==> src/hdl/fftl_pkg.sv <==
// shared types, constants and helpers for the feedforward tree layer
package fftl_pkg;

	localparam int MAX_WIDTH   = 64;
	localparam int MAX_DEPTH   = 8;
	localparam int PHI_ENTRIES = 256;
	localparam int DATA_BITS   = 16;
	localparam int ACC_BITS    = 40;
	localparam int PROD_BITS   = 2 * DATA_BITS;
	localparam int POS_BITS    = $clog2(MAX_WIDTH);
	localparam int NODE_BITS   = 8;
	localparam int PHI_BITS    = $clog2(PHI_ENTRIES);
	localparam int STORE_DEPTH = (1 << (NODE_BITS + POS_BITS));
	localparam logic [NODE_BITS-1:0] NODE_NONE = 8'hFF;

	localparam logic signed [ACC_BITS-1:0] DATA_MAX_W = 40'sd32767;
	localparam logic signed [ACC_BITS-1:0] DATA_MIN_W = -40'sd32768;

	typedef enum logic [1:0] {
		ACT_LOAD_IN  = 2'd0,
		ACT_LOAD_OUT = 2'd1,
		ACT_LOAD_PHI = 2'd2,
		ACT_ELEMENT  = 2'd3
	} action_t;

	typedef enum logic {
		REG_TREE_DEPTH   = 1'b0,
		REG_VECTOR_WIDTH = 1'b1
	} reg_index_t;

	typedef enum logic [3:0] {
		ST_IDLE,
		ST_DOT,
		ST_SCORE,
		ST_PHI_RD,
		ST_GELU_MUL,
		ST_GELU,
		ST_ACC,
		ST_NEXT,
		ST_OUT_RD,
		ST_OUT_LD,
		ST_OUT_HOLD
	} state_t;

	typedef struct packed {
		logic                        clip;
		logic signed [DATA_BITS-1:0] value;
	} sat_t;

	// saturate a wide signed value to the data width
	function automatic sat_t sat_data(input logic signed [ACC_BITS-1:0] v);
		sat_t r;
		if (v > DATA_MAX_W) begin
			r.clip  = 1'b1;
			r.value = DATA_MAX_W[DATA_BITS-1:0];
		end else if (v < DATA_MIN_W) begin
			r.clip  = 1'b1;
			r.value = DATA_MIN_W[DATA_BITS-1:0];
		end else begin
			r.clip  = 1'b0;
			r.value = v[DATA_BITS-1:0];
		end
		return r;
	endfunction

endpackage

==> src/hdl/fftl_mac.sv <==
// shared signed multiplier with registered product
module fftl_mac
	import fftl_pkg::*;
(
	input  logic                         clk,
	input  logic signed [DATA_BITS-1:0]  a,
	input  logic signed [DATA_BITS-1:0]  b,
	output logic signed [PROD_BITS-1:0]  p_q
);

	always_ff @(posedge clk) begin
		p_q <= a * b;
	end

endmodule

==> config.mk <==
export PLATFORM = sky130hd
export DESIGN_NAME = fftl_mac
export DESIGN_NICKNAME = d
export VERILOG_FILES = /design/src/hdl/fftl_pkg.sv /design/src/hdl/fftl_mac.sv
export SDC_FILE = /design/constraint.sdc
export NUM_CORES = 1
export LEC_CHECK = 0
export BUFFER_PORTS_ARGS = -buffer_cell sky130_fd_sc_hd__buf_2
export CORE_ASPECT_RATIO = 1.2
export CORE_MARGIN = 1
export CORE_UTILIZATION = 55
export DETAILED_ROUTE_END_ITERATION = 16
export PLACE_DENSITY = 0.85
export SLEW_MARGIN = 30
export SYNTH_ARGS = -nofsm -noshare
export SYNTH_HDL_FRONTEND = slang
export SYNTH_SLANG_ARGS = --single-unit
==> constraint.sdc <==
create_clock -name clk -period 14.3 [get_ports clk]
set_input_delay 3.575 -clock clk [delete_from_list [all_inputs] [get_ports clk]]
set_output_delay 3.575 -clock clk [all_outputs]
set_load 0.02 [all_outputs]
# ---- Yosys cells after proc, flatten, opt, wreduce, memory -nomap -nowiden
# Cells that the tools add are included.
dict set report word_totals {
  reg_bits 32
  latch_bits 0
  rom_bits 0
  memories 0
  elab_cells 2
  ramBits 0
}
dict set report classes {
  n_addsub 0
  mux 0
  n_bitwise 0
  multipliers 1
  magnitude_cmp 0
  shift 0
  reduce_logical 0
  n_eq_ne 0
  n_div 0
}
# operator n
set ops {}
lappend ops {{multiplier 16 x 16 -> 32 bit} 1}

# ---- Logic depth before layout (Yosys ltp)
# Gate-level depths: netlist of run 1.
dict set report depth {
  depth_word 1
  mapped_depth 23
  mapped_depth_nobuf 21
}

# ---- Least setup slack after synthesis of run 1
# Ideal clock, no wire load.
dict set report synth_path {
  path_kind {input-to-reg}
  start {in a[15]}
  end {reg p_q[29]}
  path_buffers 1
  t_arrival_ns 8.999
  stages 20
  path_slack_ns 5.229
  cell_sequence {clkbuf_1 > nand2_1 > inv_1 > fa_1 > fa_1 > fa_1 > fa_1 > fa_1 > inv_1 > fa_1 > inv_1 > ha_1 > a21oi_1 > nor2_1 > o21a_1 > or4_1 > o2111ai_1 > nand2b_1 > a21oi_1 > xnor2_1}
}
dict set report synth_between {
  elab_chain_cells 1
}
# element line_no
set synth_lines {}
lappend synth_lines {{from (decl)} fftl_mac.sv:6} ;# input logic signed [DATA_BITS-1:0] a,
lappend synth_lines {{multiplier 16 x 16 -> 32 bit} fftl_mac.sv:12} ;# p_q <= a * b;
lappend synth_lines {{to (signal assigned)} fftl_mac.sv:12}
lappend synth_lines {{to (decl)} fftl_mac.sv:8} ;# output logic signed [PROD_BITS-1:0] p_q
# Every way passes these cells.

# ---- Worst setup path after layout of run 1
dict set report layout_path {
  start {in a[15]}
  end {reg p_q[31]}
}
# Same word-level chain as after synthesis.

==> impl_metrics.py, run 1 <==
metrics = {
    "route": {
        "pre_repair_dr_iteration_count": 5,
        "drtAntennaViolNets": 0,
        "avgRoutedWirePerCell_um": 17.2,
        "vias": 7640,
        "initialDrtViolationCount": 544,
        "routed_wl_mm": 24.4,
        "route.detailed.drc": 0,
        "drt-vias-per-instance": 5.39,
    },
    "cts": {
        "htree_num_levels": 2,
        "numClockSinks": 32,
        "cts_made_buffers": 5,
        "cts_setup_buffers": 0,
        "cts_root_buf": "sky130_fd_sc_hd__clkbuf_16",
        "holdBufCountCts": 0,
        "post_cts_resize_count": 0,
        "clock_transition_time_at_the_flip_flop_clock_pins_of_the_worst_setup_and_hold_paths_ns": 0.06,
        "clock_tree_from_tritoncts": "done",
        "clock_path_buffers": 2,
    },
    "yosys": {
        "ys_async_sr_fraction": 0,
        "yosysUniqueCellTypes": 49,
        "synth_edf_count": 0,
        "synth.area.top_cells": "sky130_fd_sc_hd__fa_1 50%, sky130_fd_sc_hd__inv_1 10%, sky130_fd_sc_hd__ha_1 9.7%",
        "synthMostInstantiatedCell": "sky130_fd_sc_hd__inv_1",
        "netlist_top_cells_count": "292 x sky130_fd_sc_hd__inv_1, 262 x sky130_fd_sc_hd__fa_1, 132 x sky130_fd_sc_hd__nand2_1, 123 x sky130_fd_sc_hd__and2_1, 82 x sky130_fd_sc_hd__ha_1",
        "ys_seq_area_frac": 0.0607,
        "mappedNetlistNets": 1504,
        "synth_seq_cells": 32,
        "cell_area_after_synthesis_um2": 10600,
        "synth-main-ff-cell": "sky130_fd_sc_hd__dfxtp_1",
        "netlist.top_cell.by_area": "sky130_fd_sc_hd__fa_1",
        "synthesis.yosys.warnings": 0,
        "share_of_the_synthesized_area_in_the_top_cell_type": 0.497,
        "avgSynthCellArea_um2": 9.37,
        "post_synth_inst_count": 1127,
    },
    "floorplan": {
        "io_pins": 65,
        "die_height_um": 154,
        "die-area_um2": 19800,
        "rows": 55,
        "placeable_core_area_um2": 18900,
        "dieWidth_um": 128,
        "initial_core_util": 0.560,
    },
    "global_routing": {
        "maximum_number_of_pins_on_one_net_before_global_route_repair": 17,
        "overflow": 0,
        "grt_antenna_before_repair": 0,
        "grt_first_pass_wirelength_mm": 41.0,
        "first_global_vias": 8673,
        "global_route.usage.total": 0.271,
    },
    "timing": {
        "slew_violations": 0,
        "final_count_of_hold_timing_violations": 0,
        "maxClockFrequency_ghz": 0.105,
        "finalCritPeriodShare": 0.667,
        "finalSetupViolations": 0,
        "fin_setup_tns_ns": 0,
        "min_period_ns": 9.54,
        "rsz_0062_raised_after_global_routing": "false",
        "worst_slew_margin_relative_to_its_limit": 0.597,
        "tightestPinTransition_ns": 0.599,
    },
    "worst_setup_path": {
        "kind_of_cell_adding_the_most_delay_to_the_critical_path": "adder cells",
        "slowest_delay_ns": 0.89,
        "setup.worst_path.end_class": "flop",
        "library_cell_contributing_the_largest_single_delay_on_the_critical_path": "sky130_fd_sc_hd__fa_1",
        "cp.required_ns": 14.48,
        "crit_path_cell_trace": "buf_2 > nand2_1 > inv_1 > fa_1 > fa_1 > fa_1 > fa_1 > fa_1 > inv_1 > fa_1 > inv_1 > ha_1 > and3_1 > and2_2 > nand3_1 > o31ai_1 > o2111ai_1 > o21ai_0 > xnor2_1",
        "number_of_buffers_and_inverters_on_the_critical_path": 4,
        "critPathArrivalTime_ns": 9.72,
        "critical_path_depth": 19,
        "worstSetupPathType": "input port to flop",
        "critical-path-top-cell-by-count": "sky130_fd_sc_hd__fa_1",
        "critical_path.max_fanout": 16,
        "launching_element_type_of_the_critical_path": "input port",
    },
    "min_path": {
        "min_delay_path_depth": 2,
        "hold_class": "input port to flop",
        "hp-start": "b[0]",
        "terminating_pin_of_the_worst_hold_path": "p_q[0]$_DFF_P_",
    },
    "finish": {
        "max_flop_register": "p_q",
        "insertedDiodeCount": 0,
        "syn2layout_area_growth_pct": 6.10,
        "top_regs": "p_q x32",
        "final_net_count": 1539,
        "flip_flop_count_of_the_largest_register_all_copies_and_words_added": 32,
        "drive_gt1_frac": 0.0697,
    },
    "outcome": {
        "run_status": "finished clean",
    },
    "placement": {
        "gp_routability_congestion": 0.953,
        "dp.final_hpwl_mm": 20.4,
        "io_buffer_count": 64,
    },
    "run": {
        "max_cap_viols": 0,
    },
}
metrics by stage:
step / setup slack (ns) / utilization / hold WS, ns / cells / cell area (µm²)
floorplan: 5.23 / - / 3.70 / 1127 / 10600
global placement: 4.73 / 0.586 / 3.99 / 1411 / 11000
detailed placement: 4.53 / 0.586 / 3.99 / 1411 / 11000
CTS: 4.80 / 0.594 / 3.69 / 1418 / 11200
global route: 4.43 / 0.594 / 3.70 / 1418 / 11200
finish: 4.76 / 0.594 / 3.70 / 1418 / 11200
routing by layer:
layer,up-vias,wire [µm],track usage
met3,100,1620,0.0449
met5,-,0,0
li1,3356,-,-
met2,371,12700,0.482
met4,0,1420,0.152
met1,3813,8570,0.306
layout make-up:
| cell class | instances | area [µm²] |
|---|---|---|
| multi-input cells | 767 | 8670 |
| fillers | 1556 | 7650 |
| inverters | 292 | 1100 |
| flip-flops and latches | 32 | 641 |
| repair buffers | 64 | 320 |
| well taps | 256 | 320 |
| clock buffers | 7 | 153 |
worst max path at each step:
stage / startpoint / end / slack [ns]
6_report: a[15] / p_q[31]$_DFF_P_ / 4.76
5_1_grt: a[15] / p_q[31]$_DFF_P_ / 4.43
4_1_cts: a[15] / p_q[31]$_DFF_P_ / 4.80
3_5_place_dp: a[15] / p_q[31]$_DFF_P_ / 4.53
3_3_place_gp: b[1] / p_q[31]$_DFF_P_ / 4.73
2_1_floorplan: a[15] / p_q[29]$_DFF_P_ / 5.23
placed cells by master (no fill, tap or decap), types with 3 or more instances in the layout:
cell,instances
sky130_fd_sc_hd__o31ai_1,3
sky130_fd_sc_hd__ha_1,82
sky130_fd_sc_hd__a21oi_1,26
sky130_fd_sc_hd__buf_2,64
sky130_fd_sc_hd__fa_1,262
sky130_fd_sc_hd__nand2b_1,4
sky130_fd_sc_hd__o211ai_1,6
sky130_fd_sc_hd__xor2_1,4
sky130_fd_sc_hd__and2_1,123
sky130_fd_sc_hd__nor2_1,25
sky130_fd_sc_hd__clkbuf_16,5
sky130_fd_sc_hd__inv_1,292
sky130_fd_sc_hd__nand3_1,8
sky130_fd_sc_hd__o21a_1,4
sky130_fd_sc_hd__nand2_1,132
sky130_fd_sc_hd__xnor2_1,31
sky130_fd_sc_hd__o21bai_1,4
sky130_fd_sc_hd__nor3_1,4
sky130_fd_sc_hd__dfxtp_1,32
sky130_fd_sc_hd__a21o_1,6
sky130_fd_sc_hd__o21ai_0,12
kinds of logic after synthesis:
group / after synthesis / share of synthesized area
compound gates: 77 / 0.0506
buf+inv: 328 / 0.118
fa+ha+maj: 344 / 0.594
flops: 32 / 0.0607
xor+xnor: 35 / 0.0290
simple gates: 311 / 0.148
Power of run 1 is not shown: default switching activity piles up to over one toggle a cycle in this logic, so the estimate is an artifact.
==> run 2, diff against run 1 <==
--- a/config.mk
+++ b/config.mk
@@ -10,7 +10,7 @@
 export CORE_MARGIN = 1
 export CORE_UTILIZATION = 55
 export DETAILED_ROUTE_END_ITERATION = 16
-export PLACE_DENSITY = 0.85
+export PLACE_DENSITY = 0.88
 export SLEW_MARGIN = 30
 export SYNTH_ARGS = -nofsm -noshare
 export SYNTH_HDL_FRONTEND = slang
==> constraint.sdc (replaced) <==
create_clock -name clk -period 8.55 [get_ports clk]
set_input_delay 2.1375 -clock clk [delete_from_list [all_inputs] [get_ports clk]]
set_output_delay 2.1375 -clock clk [all_outputs]
set_load 0.02 [all_outputs]
==> run 2 against run 1 <==
Effect of this change:
- first-iteration DRC count increased by 1.7%
- critical path type unchanged
- cell area increased by 0.36%
- flip-flop and latch count did not move
- critical path depth is the same
- via count rose by 0.25%
==> impl_metrics.py, run 2 (same netlist as run 1, synthesis figures left out) <==
metrics = {
    "route": {
        "initialDrtViolationCount": 553,
        "drt-vias-per-instance": 5.38,
        "route.detailed.drc": 0,
        "routed_wl_mm": 24.0,
        "vias": 7659,
        "avgRoutedWirePerCell_um": 16.9,
        "drtAntennaViolNets": 0,
        "pre_repair_dr_iteration_count": 5,
    },
    "global_routing": {
        "maximum_number_of_pins_on_one_net_before_global_route_repair": 17,
        "first_global_vias": 8628,
        "global_route.usage.total": 0.273,
        "grt_antenna_before_repair": 0,
        "grt_first_pass_wirelength_mm": 41.4,
        "overflow": 0,
    },
    "placement": {
        "gp_routability_congestion": 0.911,
        "dp.final_hpwl_mm": 19.9,
        "io_buffer_count": 64,
        "post-place-cells": 1416,
    },
    "timing": {
        "timing.hold.ws_ns": 2.25,
        "final_count_of_hold_timing_violations": 0,
        "rsz_0062_raised_after_global_routing": "false",
        "fin_setup_tns_ns": 0,
        "maxClockFrequency_ghz": 0.126,
        "min_period_ns": 7.96,
        "finalCritPeriodShare": 0.931,
        "worst_slew_margin_relative_to_its_limit": 0.619,
        "finalSetupViolations": 0,
        "tightestPinTransition_ns": 0.572,
        "slew_violations": 0,
    },
    "worst_setup_path": {
        "number_of_buffers_and_inverters_on_the_critical_path": 4,
        "kind_of_cell_adding_the_most_delay_to_the_critical_path": "adder cells",
        "cp.required_ns": 8.73,
        "launching_element_type_of_the_critical_path": "input port",
        "worstSetupPathType": "input port to flop",
        "critical_path.max_fanout": 16,
        "critical_path_depth": 19,
        "critical-path-top-cell-by-count": "sky130_fd_sc_hd__fa_1",
        "critPathArrivalTime_ns": 8.14,
        "library_cell_contributing_the_largest_single_delay_on_the_critical_path": "sky130_fd_sc_hd__fa_1",
        "setup.worst_path.end_class": "flop",
        "crit_path_cell_trace": "buf_2 > nand2_1 > inv_1 > fa_1 > fa_1 > fa_1 > fa_1 > fa_1 > inv_1 > fa_1 > inv_1 > ha_1 > and3_1 > and2_2 > nand3_1 > o31ai_1 > o2111ai_1 > o21ai_0 > xnor2_1",
        "slowest_delay_ns": 0.85,
    },
    "floorplan": {
        "die-area_um2": 19800,
        "initial_core_util": 0.560,
        "placeable_core_area_um2": 18900,
        "dieWidth_um": 128,
        "rows": 55,
        "io_pins": 65,
        "die_height_um": 154,
    },
    "cts": {
        "holdBufCountCts": 0,
        "post_cts_resize_count": 0,
        "clock_transition_time_at_the_flip_flop_clock_pins_of_the_worst_setup_and_hold_paths_ns": 0.06,
        "clock_path_buffers": 2,
        "cts_root_buf": "sky130_fd_sc_hd__clkbuf_16",
        "cts_made_buffers": 5,
        "htree_num_levels": 2,
        "cts_setup_buffers": 0,
        "clock_tree_from_tritoncts": "done",
        "numClockSinks": 32,
    },
    "finish": {
        "flip_flop_count_of_the_largest_register_all_copies_and_words_added": 32,
        "layout_common_cells": "292 x sky130_fd_sc_hd__inv_1, 262 x sky130_fd_sc_hd__fa_1, 132 x sky130_fd_sc_hd__nand2_1",
        "drive_gt1_frac": 0.0737,
        "top_regs": "p_q x32",
        "final_net_count": 1544,
        "fin_cells": 1424,
        "syn2layout_area_growth_pct": 6.48,
        "max_flop_register": "p_q",
        "final_common_cell": "sky130_fd_sc_hd__inv_1",
    },
    "min_path": {
        "hold_class": "input port to flop",
        "min_delay_path_depth": 2,
    },
    "run": {
        "max_cap_viols": 0,
    },
    "outcome": {
        "run_status": "finished clean",
    },
}
-- run 2: worst paths after layout --
kind,from,end,slack [ns]
worst max-delay path,b[1],p_q[31]$_DFF_P_,0.59
worst min-delay path,b[0],p_q[0]$_DFF_P_,2.25
-- run 2: stage by stage --
stage / instance area [µm²] / setup WS, ns / utilization
after floorplan: 10600 / 0.917 / -
after global placement: 11100 / 0.398 / 0.588
after detailed placement: 11100 / 0.278 / 0.588
after CTS: 11200 / 0.519 / 0.596
after global routing: 11200 / 0.155 / 0.596
final: 11200 / 0.588 / 0.596
-- run 2: metal layers --
layer	GRT usage	routed length, µm	vias up
li1	-	-	3368
met1	0.323	8470	3827
met2	0.468	12300	353
met3	0.0536	1820	111
met4	0.145	1390	0
met5	0	0	-
-- run 2: final cells by class --
class	instances	area, µm²
antenna	1	2.50
multi-input combinational	767	8670
tap	256	320
fill	1530	7610
sequential	32	641
clock buffer	7	153
timing repair buffer	69	358
inverter	292	1100
Power of run 2 is left out for the same reason.
